[src/hdl/bssp_pkg.sv]
// bssp_pkg: shared constants, types and helpers for the bounded subset sum plate fill block
// no dependencies; every other file uses this package by scoped names

package bssp_pkg;

	localparam int unsigned MAX_LOAD       = 191;
	localparam int unsigned UNLIMITED_CODE = 15;
	localparam int unsigned HAVE_RESET     = 15;
	localparam int unsigned NSIZES         = 8;
	localparam int unsigned LOAD_W         = 8;
	localparam int unsigned HAVE_W         = 4;
	localparam int unsigned APB_AW         = $clog2(NSIZES) + 2;

	typedef logic [MAX_LOAD:0]               reach_set_t;
	typedef logic [LOAD_W-1:0]               load_t;
	typedef logic [$clog2(NSIZES)-1:0]       size_idx_t;
	typedef logic [HAVE_W-1:0]               have_t;
	typedef logic [NSIZES-1:0][HAVE_W-1:0]   have_arr_t;

	// bitset unit opcodes
	typedef logic [1:0] op_t;
	localparam op_t OP_HOLD   = 2'd0;
	localparam op_t OP_INIT   = 2'd1;
	localparam op_t OP_STEP   = 2'd2;
	localparam op_t OP_RELOAD = 2'd3;

	typedef struct packed {
		op_t       op;
		size_idx_t idx;
	} unit_cmd_t;

	// item size in units, heaviest at index 0
	function automatic logic [4:0] size_units(size_idx_t idx);
		logic [4:0] u;
		unique case (idx)
			3'd0: u = 5'd22;
			3'd1: u = 5'd18;
			3'd2: u = 5'd14;
			3'd3: u = 5'd10;
			3'd4: u = 5'd6;
			3'd5: u = 5'd4;
			3'd6: u = 5'd2;
			3'd7: u = 5'd1;
		endcase
		return u;
	endfunction

	function automatic logic is_unlimited(have_t h);
		return h >= HAVE_W'(UNLIMITED_CODE);
	endfunction

endpackage

[src/hdl/bssp_if.sv]
// bssp_if: valid/ready channel interfaces for the request and result items
// depends on bssp_pkg for the load width

interface bssp_req_if;
	logic                 valid;
	logic                 ready;
	bssp_pkg::load_t      goal_load;

	modport source (output valid, output goal_load, input ready);
	modport sink   (input valid, input goal_load, output ready);
endinterface

interface bssp_rsp_if;
	logic                 valid;
	logic                 ready;
	bssp_pkg::load_t      best_sum;
	logic [3:0]           take_size22;
	logic [3:0]           take_size18;
	logic [3:0]           take_size14;
	logic [4:0]           take_size10;
	logic [4:0]           take_size6;
	logic [5:0]           take_size4;
	logic [6:0]           take_size2;
	logic [7:0]           take_size1;

	modport source (output valid, output best_sum, output take_size22, output take_size18,
		output take_size14, output take_size10, output take_size6, output take_size4,
		output take_size2, output take_size1, input ready);
	modport sink   (input valid, input best_sum, input take_size22, input take_size18,
		input take_size14, input take_size10, input take_size6, input take_size4,
		input take_size2, input take_size1, output ready);
endinterface

[src/hdl/bssp_cfg.sv]
// bssp_cfg: apb register bank holding the eight inventory registers
// depends on bssp_pkg

module bssp_cfg (
	input  logic                         clk,
	input  logic                         arst_n,
	input  logic                         psel,
	input  logic                         penable,
	input  logic                         pwrite,
	input  logic [bssp_pkg::APB_AW-1:0]  paddr,
	input  logic [31:0]                  pwdata,
	output logic [31:0]                  prdata,
	output logic                         pready,
	output bssp_pkg::have_arr_t          have
);

	bssp_pkg::have_arr_t have_q;
	bssp_pkg::size_idx_t reg_idx;
	logic                wr_en;

	assign reg_idx = paddr[bssp_pkg::APB_AW-1:2];
	assign wr_en   = psel && penable && pwrite;
	assign pready  = 1'b1;
	assign prdata  = {{(32 - bssp_pkg::HAVE_W){1'b0}}, have_q[reg_idx]};
	assign have    = have_q;

	always_ff @(posedge clk or negedge arst_n) begin
		if (!arst_n) begin
			for (int i = 0; i < bssp_pkg::NSIZES; i++) begin
				have_q[i] <= bssp_pkg::HAVE_W'(bssp_pkg::HAVE_RESET);
			end
		end else if (wr_en) begin
			have_q[reg_idx] <= pwdata[bssp_pkg::HAVE_W-1:0];
		end
	end

endmodule

[src/hdl/bssp_bitset_unit.sv]
// bssp_bitset_unit: shared shift-or unit over the reachable-sum bitset
// depends on bssp_pkg; driven by bssp_seq one command per cycle

module bssp_bitset_unit (
	input  logic                  clk,
	input  bssp_pkg::unit_cmd_t   cmd,
	output bssp_pkg::reach_set_t  acc
);

	bssp_pkg::reach_set_t term_q;
	bssp_pkg::reach_set_t acc_q;
	bssp_pkg::reach_set_t term_shift;

	// one more copy of the current size moves every partial sum up by u
	assign term_shift = term_q << bssp_pkg::size_units(cmd.idx);
	assign acc        = acc_q;

	always_ff @(posedge clk) begin
		unique case (cmd.op)
			bssp_pkg::OP_INIT: begin
				term_q <= bssp_pkg::reach_set_t'(1);
				acc_q  <= bssp_pkg::reach_set_t'(1);
			end
			bssp_pkg::OP_STEP: begin
				term_q <= term_shift;
				acc_q  <= acc_q | term_shift;
			end
			bssp_pkg::OP_RELOAD: begin
				term_q <= acc_q;
			end
			bssp_pkg::OP_HOLD: begin
			end
		endcase
	end

endmodule

[src/hdl/bssp_seq.sv]
// bssp_seq: sequencer for bitset build, best-sum search and count reconstruction
// depends on bssp_pkg, bssp_if and bssp_bitset_unit (via the cmd/acc pair)

module bssp_seq (
	input  logic                  clk,
	input  logic                  arst_n,
	bssp_req_if.sink              req,
	bssp_rsp_if.source            rsp,
	input  bssp_pkg::have_arr_t   have,
	output bssp_pkg::unit_cmd_t   cmd,
	input  bssp_pkg::reach_set_t  acc
);

	localparam logic [2:0] ST_IDLE   = 3'd0;
	localparam logic [2:0] ST_BUILD  = 3'd1;
	localparam logic [2:0] ST_SEARCH = 3'd2;
	localparam logic [2:0] ST_RECON  = 3'd3;
	localparam logic [2:0] ST_EMIT   = 3'd4;

	logic [2:0]                                   state_q;
	bssp_pkg::size_idx_t                          idx_q;
	bssp_pkg::load_t                              target_q;
	bssp_pkg::load_t                              k_q;
	bssp_pkg::load_t                              kt_q;
	bssp_pkg::load_t                              load_q;
	bssp_pkg::load_t                              rem_q;
	bssp_pkg::load_t                              best_q;
	bssp_pkg::load_t                              best_rem_q;
	bssp_pkg::reach_set_t [bssp_pkg::NSIZES-1:0]  reach_q;
	bssp_pkg::load_t   [bssp_pkg::NSIZES-1:0]     takes_q;
	logic                                         out_valid_q;
	bssp_pkg::load_t                              out_best_q;
	bssp_pkg::load_t   [bssp_pkg::NSIZES-1:0]     out_take_q;

	bssp_pkg::load_t      u;
	bssp_pkg::have_t      h;
	logic                 under_have;
	logic                 build_go;
	logic                 recon_go;
	bssp_pkg::load_t      rem_dec;
	bssp_pkg::reach_set_t src;
	logic                 src_hit;
	logic                 search_hit;
	logic                 accept;
	logic                 emit_fire;
	bssp_pkg::load_t      target_clamp;

	assign u          = {3'b000, bssp_pkg::size_units(idx_q)};
	assign h          = have[idx_q];
	assign under_have = bssp_pkg::is_unlimited(h) || (k_q < {4'b0000, h});
	assign build_go   = under_have && (({1'b0, kt_q} + {1'b0, u}) <= {1'b0, target_q});
	assign recon_go   = under_have && (rem_q >= u);
	assign rem_dec    = rem_q - u;
	// lightest size is built only from the empty set
	assign src        = (idx_q == 3'd7) ? bssp_pkg::reach_set_t'(1) : reach_q[idx_q + 3'd1];
	assign src_hit    = src[rem_dec];
	assign search_hit = reach_q[0][load_q];

	assign accept       = req.valid && req.ready;
	assign emit_fire    = (state_q == ST_EMIT) && (!out_valid_q || rsp.ready);
	assign target_clamp = (req.goal_load > bssp_pkg::LOAD_W'(bssp_pkg::MAX_LOAD)) ?
		bssp_pkg::LOAD_W'(bssp_pkg::MAX_LOAD) : req.goal_load;

	assign req.ready = (state_q == ST_IDLE);

	always_comb begin
		cmd.idx = idx_q;
		cmd.op  = bssp_pkg::OP_HOLD;
		if (accept) begin
			cmd.op = bssp_pkg::OP_INIT;
		end else if (state_q == ST_BUILD) begin
			cmd.op = build_go ? bssp_pkg::OP_STEP : bssp_pkg::OP_RELOAD;
		end
	end

	// control
	always_ff @(posedge clk or negedge arst_n) begin
		if (!arst_n) begin
			state_q     <= ST_IDLE;
			idx_q       <= '0;
			out_valid_q <= 1'b0;
		end else begin
			// a new result may replace the one taken at the same edge
			if (emit_fire) begin
				out_valid_q <= 1'b1;
			end else if (rsp.valid && rsp.ready) begin
				out_valid_q <= 1'b0;
			end
			unique case (state_q)
				ST_IDLE: begin
					if (accept) begin
						state_q <= ST_BUILD;
						idx_q   <= 3'd7;
					end
				end
				ST_BUILD: begin
					if (!build_go) begin
						if (idx_q == 3'd0) begin
							state_q <= ST_SEARCH;
						end else begin
							idx_q <= idx_q - 3'd1;
						end
					end
				end
				ST_SEARCH: begin
					if (load_q == '0 || search_hit) begin
						state_q <= ST_RECON;
						idx_q   <= '0;
					end
				end
				ST_RECON: begin
					if (!recon_go) begin
						if (idx_q == 3'd7) begin
							state_q <= ST_EMIT;
						end else begin
							idx_q <= idx_q + 3'd1;
						end
					end
				end
				ST_EMIT: begin
					if (emit_fire) begin
						state_q <= ST_IDLE;
					end
				end
				default: begin
					state_q <= ST_IDLE;
				end
			endcase
		end
	end

	// datapath
	always_ff @(posedge clk) begin
		case (state_q)
			ST_IDLE: begin
				if (accept) begin
					target_q <= target_clamp;
					k_q      <= '0;
					kt_q     <= '0;
				end
			end
			ST_BUILD: begin
				if (build_go) begin
					k_q  <= k_q + 8'd1;
					kt_q <= kt_q + u;
				end else begin
					reach_q[idx_q] <= acc;
					k_q            <= '0;
					kt_q           <= '0;
					load_q         <= target_q;
				end
			end
			ST_SEARCH: begin
				if (load_q == '0 || search_hit) begin
					rem_q      <= load_q;
					best_rem_q <= load_q;
					best_q     <= '0;
					k_q        <= '0;
				end else begin
					load_q <= load_q - 8'd1;
				end
			end
			ST_RECON: begin
				if (recon_go) begin
					k_q   <= k_q + 8'd1;
					rem_q <= rem_dec;
					if (src_hit) begin
						best_q     <= k_q + 8'd1;
						best_rem_q <= rem_dec;
					end
				end else begin
					takes_q[idx_q] <= best_q;
					rem_q          <= best_rem_q;
					best_q         <= '0;
					k_q            <= '0;
				end
			end
			ST_EMIT: begin
				if (emit_fire) begin
					out_best_q <= load_q;
					out_take_q <= takes_q;
				end
			end
			default: begin
			end
		endcase
	end

	assign rsp.valid       = out_valid_q;
	assign rsp.best_sum    = out_best_q;
	assign rsp.take_size22 = out_take_q[0][3:0];
	assign rsp.take_size18 = out_take_q[1][3:0];
	assign rsp.take_size14 = out_take_q[2][3:0];
	assign rsp.take_size10 = out_take_q[3][4:0];
	assign rsp.take_size6  = out_take_q[4][4:0];
	assign rsp.take_size4  = out_take_q[5][5:0];
	assign rsp.take_size2  = out_take_q[6][6:0];
	assign rsp.take_size1  = out_take_q[7];

	a_accept_starts_build: assert property (@(posedge clk) disable iff (!arst_n)
		accept |=> (state_q == ST_BUILD && idx_q == 3'd7))
		else $error("accepted item did not start the build");

	a_build_within_stock: assert property (@(posedge clk) disable iff (!arst_n)
		(state_q == ST_BUILD && !bssp_pkg::is_unlimited(h)) |-> (k_q <= {4'b0000, h}))
		else $error("build used more items than in stock");

	a_search_below_target: assert property (@(posedge clk) disable iff (!arst_n)
		(state_q == ST_SEARCH) |-> (load_q <= target_q))
		else $error("search above target");

	a_best_within_target: assert property (@(posedge clk) disable iff (!arst_n)
		emit_fire |=> (out_best_q <= target_q))
		else $error("best sum above target");

	a_counts_add_up: assert property (@(posedge clk) disable iff (!arst_n)
		emit_fire |=> ({4'b0000, out_best_q} ==
			12'd22 * {4'b0000, out_take_q[0]} + 12'd18 * {4'b0000, out_take_q[1]} +
			12'd14 * {4'b0000, out_take_q[2]} + 12'd10 * {4'b0000, out_take_q[3]} +
			12'd6  * {4'b0000, out_take_q[4]} + 12'd4  * {4'b0000, out_take_q[5]} +
			12'd2  * {4'b0000, out_take_q[6]} + {4'b0000, out_take_q[7]}))
		else $error("item counts do not add up to the best sum");

endmodule

[src/hdl/bounded_subset_sum_plate_fill_top.sv]
// bounded_subset_sum_plate_fill_top: top level of the bounded subset sum plate fill block
// depends on bssp_pkg, bssp_if, bssp_cfg, bssp_bitset_unit and bssp_seq
//
//  port   kind        dir   fields
//  req    valid/ready sink  goal_load[7:0]
//  rsp    valid/ready src   best_sum[7:0], take_size22..take_size1
//  apb    psel/penable cfg  paddr[4:0] = 4*index, pwdata[3:0] -> have_sizeN
//
// per item: the build folds lim = min(stock, target/size) copies of each size into the set,
// the search walks down from the target to the best reachable sum, the rebuild tries
// steps = min(stock, remainder/size) copies of each size, and an emit step loads the result;
// the single shift-or unit and the rebuild walk, one copy at a time, set the processing time
// req.ready is high only while the sequencer is idle; one item is in flight at a time
// the result sits in an output register, so the next item is taken while rsp is stalled
// arst_n clears the sequencer and the output valid, inventory registers reset to unlimited
// no clearing pass: the scratch bitsets are rebuilt from scratch for every item

module bounded_subset_sum_plate_fill_top (
	input  logic                         clk,
	input  logic                         arst_n,
	bssp_req_if.sink                     req,
	bssp_rsp_if.source                   rsp,
	input  logic                         psel,
	input  logic                         penable,
	input  logic                         pwrite,
	input  logic [bssp_pkg::APB_AW-1:0]  paddr,
	input  logic [31:0]                  pwdata,
	output logic [31:0]                  prdata,
	output logic                         pready
);

	// inventory per size, heaviest first
	bssp_pkg::have_arr_t  have;
	// sequencer to shift-or unit
	bssp_pkg::unit_cmd_t  cmd;
	// running reachable-sum set
	bssp_pkg::reach_set_t acc;

	bssp_cfg u_cfg (
		.clk     (clk),
		.arst_n  (arst_n),
		.psel    (psel),
		.penable (penable),
		.pwrite  (pwrite),
		.paddr   (paddr),
		.pwdata  (pwdata),
		.prdata  (prdata),
		.pready  (pready),
		.have    (have)
	);

	// one shift-or per cycle while building, between reloads: folds one more copy of the current size into the set
	bssp_bitset_unit u_unit (
		.clk (clk),
		.cmd (cmd),
		.acc (acc)
	);

	// build lightest size first, search down from target, then rebuild counts heaviest first
	bssp_seq u_seq (
		.clk    (clk),
		.arst_n (arst_n),
		.req    (req),
		.rsp    (rsp),
		.have   (have),
		.cmd    (cmd),
		.acc    (acc)
	);

endmodule
[src/flat_wrapper.sv]
// flat-port wrapper written by rule: the top's interface ports become plain ports
module bounded_subset_sum_plate_fill_top_flat 
  (clk, arst_n, psel, penable, pwrite, paddr, pwdata, prdata, pready, req_valid, req_goal_load, req_ready, rsp_valid, rsp_best_sum, rsp_take_size22, rsp_take_size18, rsp_take_size14, rsp_take_size10, rsp_take_size6, rsp_take_size4, rsp_take_size2, rsp_take_size1, rsp_ready);
  bssp_req_if req_i ();
  bssp_rsp_if rsp_i ();
  input  logic clk;
  input  logic arst_n;
  input  logic psel;
  input  logic penable;
  input  logic pwrite;
  input  logic [bssp_pkg::APB_AW-1:0] paddr;
  input  logic [31:0] pwdata;
  output logic [31:0] prdata;
  output logic pready;
  input wire logic [$bits(req_i.valid)-1:0] req_valid;
  input wire logic [$bits(req_i.goal_load)-1:0] req_goal_load;
  output wire logic [$bits(req_i.ready)-1:0] req_ready;
  output wire logic [$bits(rsp_i.valid)-1:0] rsp_valid;
  output wire logic [$bits(rsp_i.best_sum)-1:0] rsp_best_sum;
  output wire logic [$bits(rsp_i.take_size22)-1:0] rsp_take_size22;
  output wire logic [$bits(rsp_i.take_size18)-1:0] rsp_take_size18;
  output wire logic [$bits(rsp_i.take_size14)-1:0] rsp_take_size14;
  output wire logic [$bits(rsp_i.take_size10)-1:0] rsp_take_size10;
  output wire logic [$bits(rsp_i.take_size6)-1:0] rsp_take_size6;
  output wire logic [$bits(rsp_i.take_size4)-1:0] rsp_take_size4;
  output wire logic [$bits(rsp_i.take_size2)-1:0] rsp_take_size2;
  output wire logic [$bits(rsp_i.take_size1)-1:0] rsp_take_size1;
  input wire logic [$bits(rsp_i.ready)-1:0] rsp_ready;
  assign req_i.valid = req_valid;
  assign req_i.goal_load = req_goal_load;
  assign req_ready = req_i.ready;
  assign rsp_valid = rsp_i.valid;
  assign rsp_best_sum = rsp_i.best_sum;
  assign rsp_take_size22 = rsp_i.take_size22;
  assign rsp_take_size18 = rsp_i.take_size18;
  assign rsp_take_size14 = rsp_i.take_size14;
  assign rsp_take_size10 = rsp_i.take_size10;
  assign rsp_take_size6 = rsp_i.take_size6;
  assign rsp_take_size4 = rsp_i.take_size4;
  assign rsp_take_size2 = rsp_i.take_size2;
  assign rsp_take_size1 = rsp_i.take_size1;
  assign rsp_i.ready = rsp_ready;
  bounded_subset_sum_plate_fill_top u_core (.clk(clk), .arst_n(arst_n), .req(req_i), .rsp(rsp_i), .psel(psel), .penable(penable), .pwrite(pwrite), .paddr(paddr), .pwdata(pwdata), .prdata(prdata), .pready(pready));
endmodule
[config.mk]
export PLATFORM = sky130hd
export DESIGN_NAME = bounded_subset_sum_plate_fill_top_flat
export DESIGN_NICKNAME = d
export VERILOG_FILES = /design/src/hdl/bssp_pkg.sv /design/src/hdl/bssp_if.sv /design/src/hdl/bssp_cfg.sv /design/src/hdl/bssp_bitset_unit.sv /design/src/hdl/bssp_seq.sv /design/src/hdl/bounded_subset_sum_plate_fill_top.sv /design/src/flat_wrapper.sv
export SDC_FILE = /design/constraint.sdc
export NUM_CORES = 2
export LEC_CHECK = 0
export BUFFER_PORTS_ARGS = -buffer_cell sky130_fd_sc_hd__buf_2
export CAP_MARGIN = 20
export CELL_PAD_IN_SITES_DETAIL_PLACEMENT = 0
export CELL_PAD_IN_SITES_GLOBAL_PLACEMENT = 2
export CORE_ASPECT_RATIO = 2
export CORE_MARGIN = 2
export CORE_UTILIZATION = 38
export DETAILED_ROUTE_END_ITERATION = 8
export GPL_ROUTABILITY_DRIVEN = 0
export PLACE_DENSITY = 0.7
export SLEW_MARGIN = 20
export SYNTH_ARGS = -nofsm -noshare
export SYNTH_HDL_FRONTEND = slang
export SYNTH_SLANG_ARGS = --single-unit
[constraint.sdc]
create_clock -name clk -period 19.6 [get_ports clk]
set_clock_uncertainty 0.15 [all_clocks]
set_input_delay 3.92 -clock clk [delete_from_list [all_inputs] [get_ports clk]]
set_output_delay 3.92 -clock clk [all_outputs]
set_load 0.05 [all_outputs]
==> flow_summary_export.csv <==
group,metric,value,unit
placed_design,dp_hpwl,189700,um
clock_tree,cts_tree,"yes",
setup_path,crit_type,"input pin to output pin",
sta,worst_slew_pin_slew,1185,ps
routing,wl,295900,um
routing,avgViaCountPerCell,5.777,
sta,tns,0,ps
routing,first_pass_iters,6,
yosys,yosysMostFrequentCell,"edfxtp_1",
setup_path,crit_chain,"buf_2 > mux4_2 > mux2_2 > buf_2",
clock_tree,insertion_delay,860,ps
setup_path,worst-path-max-fanout,14,
clock_tree,ctsLongestPathBuffers,4,
clock_tree,cts_sinks,2109,
setup_path,slowest_delay,550,ps
yosys,synth_edf_count,2070,
job,drv_cap,0,
yosys,synth.avg_cell_area,15.59,sq um
layout,ff_latch_area,63190,sq um
sta,rsz0062_at_grt,"false",
grt,grt.overflow.total,0,
yosys,yosysWarningCount,0,
clock_tree,clk_pin_slew,60,ps
sta,slew_headroom,21.03,%
setup_path,rrSetupSlack,10470,ps
sta,report.final.setup_viol,0,
yosys,yosysTopAreaCellShare,65.99,%
setup_path,crit_top_cell,"buf_2",
grt,grt_pass1_vias,56450,
sta,clock.fmax,107.0,MHz
clock_tree,clock-root-buffer,"clkbuf_16",
layout,layout.nets,6128,
yosys,synth_cell_types,79,
grt,antenna_found_initial,3,
grt,grt_usage,23.17,%
routing,top_layer,"met4",
routing,drc,0,
die,die_height,708.1,um
layout,area_growth_syn_to_layout,10.71,%
yosys,netlist_instances,6044,
placed_design,io_buffers,78,
yosys,synth-main-ff-cell,"edfxtp_1",
die,rows,258,
die,die-width,356.1,um
grt,grt_max_degree,119,
setup_path,slowest_stage,"mux4_2",
sta,hold_violations,0,
die,start_util,38.19,%
routing,met3WireLength,10830,um
yosys,ys_ff_latch,2109,
sta,slew_violations,0,
clock_tree,cts_max_level,4,
routing,routed-wl-met2,165200,um
clock_tree,cts_buffers,190,
yosys,ys_seq_area_share,67.07,%
layout,nFillCells,22210,
hold_path,hp-class,"flop to flop",
setup_path,crit_buf_inv,2,
routing,ant_nets,0,
routing,vias,54530,
layout,drive_gt1_share,17.62,%
sta,min_period,9344,ps
setup_path,cp.arrival,5270,ps
routing,drt_iter0_drc,4929,
clock_tree,post_cts_buffers,0,
setup_path,start_kind,"input pin",
layout,multi_input_area,29110,sq um
grt,grt_pass1_wl,419000,um
clock_tree,postCtsHoldBufs,0,
yosys,synth_area,94200,sq um
outcome,status,"finished clean",
die,core,246600,sq um
routing,drt-met1-wl,103600,um
yosys,async_flop_share,1.849,%
yosys,synth_common_cells,"2070 x edfxtp_1, 838 x nand2_1, 607 x mux2i_1",
clock_tree,cts.repair.resized,0,
setup_path,worst_setup_path_end_kind,"output pin",
die,die_area,252100,sq um
setup_path,cpLargestDelayFamily,"multiplexers",
die,ios,138,
routing,wire_per_inst,31.34,um
yosys,synth_top_area_cell,"edfxtp_1",
yosys,synth_top_cells_by_area,"edfxtp_1 66%, mux4_2 11%, mux2i_1 6.5%",
sta,timing.final.crit_share,47.67,%
setup_path,cp.required,15530,ps
==> cells in the final DEF (no fill, tap or decap), types with 15 or more instances in the layout <==
cell	instances
a211oi_1	15
a21o_1	31
a21oi_1	259
a221oi_1	25
a22o_1	15
a22oi_1	75
a31oi_1	37
and3_1	134
buf_2	78
buf_4	120
bufinv_16	24
clkbuf_1	24
clkbuf_16	192
clkinv_1	33
clkinv_2	28
clkinvlp_4	19
conb_1	29
dfstp_2	32
edfxtp_1	2070
ha_1	25
inv_1	26
mux2_2	57
mux2i_1	607
mux4_2	463
nand2_1	836
nand2b_1	19
nand3_1	33
nand4_1	16
nor2_1	391
nor3_1	43
o21ai_0	168
o22ai_1	31
==> worst paths after layout <==
kind / startpoint / cells past startpoint / endpoint
worst min-delay path: u_core.u_seq.takes_q[51]$_DFFE_PP_ / 0 / u_core.u_seq.rsp.take_size2[3]$_DFFE_PP_
max in group asynchronous: arst_n / 1 / u_core.u_seq.idx_q[1]$_DFFE_PN0P_
min in group asynchronous: arst_n / 1 / u_core.u_seq.idx_q[2]$_DFFE_PN0P_
worst max-delay path: paddr[3] / 4 / prdata[0]
worst max register to register: u_core.u_seq.idx_q[1]$_DFFE_PN0P_ / 28 / u_core.u_unit.term_q[60]$_SDFFCE_PN0P_
worst min register to register: u_core.u_seq.takes_q[51]$_DFFE_PP_ / 0 / u_core.u_seq.rsp.take_size2[3]$_DFFE_PP_
==> flip-flops by register name (all words and copies together), names as in the netlist, 4 cells and up <==
| signal | flops |
|---|---|
| u_core.u_cfg.have | 32 |
| u_core.u_seq.best_q | 8 |
| u_core.u_seq.best_rem_q | 8 |
| u_core.u_seq.k_q | 8 |
| u_core.u_seq.kt_q | 8 |
| u_core.u_seq.load_q | 8 |
| u_core.u_seq.reach_q | 1536 |
| u_core.u_seq.rem_q | 8 |
| u_core.u_seq.rsp.best_sum | 8 |
| u_core.u_seq.rsp.take_size1 | 8 |
| u_core.u_seq.rsp.take_size10 | 5 |
| u_core.u_seq.rsp.take_size14 | 4 |
| u_core.u_seq.rsp.take_size18 | 4 |
| u_core.u_seq.rsp.take_size2 | 7 |
| u_core.u_seq.rsp.take_size22 | 4 |
| u_core.u_seq.rsp.take_size4 | 6 |
| u_core.u_seq.rsp.take_size6 | 5 |
| u_core.u_seq.takes_q | 43 |
| u_core.u_seq.target_q | 8 |
| u_core.u_unit.acc | 192 |
| u_core.u_unit.term_q | 192 |
==> routing by layer <==
| layer | vias to the layer above | GRT usage [%] |
|---|---|---|
| li1 | 23460 | - |
| met1 | 28860 | 25.06 |
| met2 | 1698 | 44.61 |
| met3 | 518 | 2.023 |
| met4 | 0 | 11.34 |
| met5 | - | 0 |
==> metrics by stage <==
| stage | instance area, sq um | worst slack, ps | cells | hold WS, ps | utilization (%) |
|---|---|---|---|---|---|
| 6_report | 104300 | 10260 | 9440 | 267.7 | 42.28 |
| 5_1_grt | 104300 | 10030 | 9440 | 275.0 | 42.28 |
| 4_1_cts | 104300 | 10240 | 9437 | 270.3 | 42.28 |
| 3_5_place_dp | 98090 | 10240 | 9102 | 254.5 | 39.77 |
| 3_3_place_gp | 98080 | 10260 | 9102 | 251.7 | 39.77 |
| 2_1_floorplan | 94300 | 1871 | 6071 | 250.3 | - |
==> layout make-up <==
cell class	count	area share, %
multi-input cells	3494	27.91
flip-flops and latches	2109	60.59
repair buffers	211	1.479
inverters	38	0.1812
clock buffers	217	4.707
clock inverters	118	1.221
diodes	3	0.007199
well taps	3250	3.899
==> logic make-up (layout without fill, tap and decap cells) <==
logic type / after synthesis / in the layout / synth area share, %
buf+inv: 468 / 584 / 2.367
compound gates: 726 / 726 / 4.678
simple gates: 1548 / 1548 / 6.920
mux: 1130 / 1130 / 18.25
xor+xnor: 29 / 29 / 0.2696
flops: 2109 / 2109 / 67.07
other cells: 2 / 32 / 0.007973
fa+ha+maj: 32 / 32 / 0.4410
Power is not shown: default switching activity piles up to over one toggle a cycle in this logic, so the estimate is an artifact.
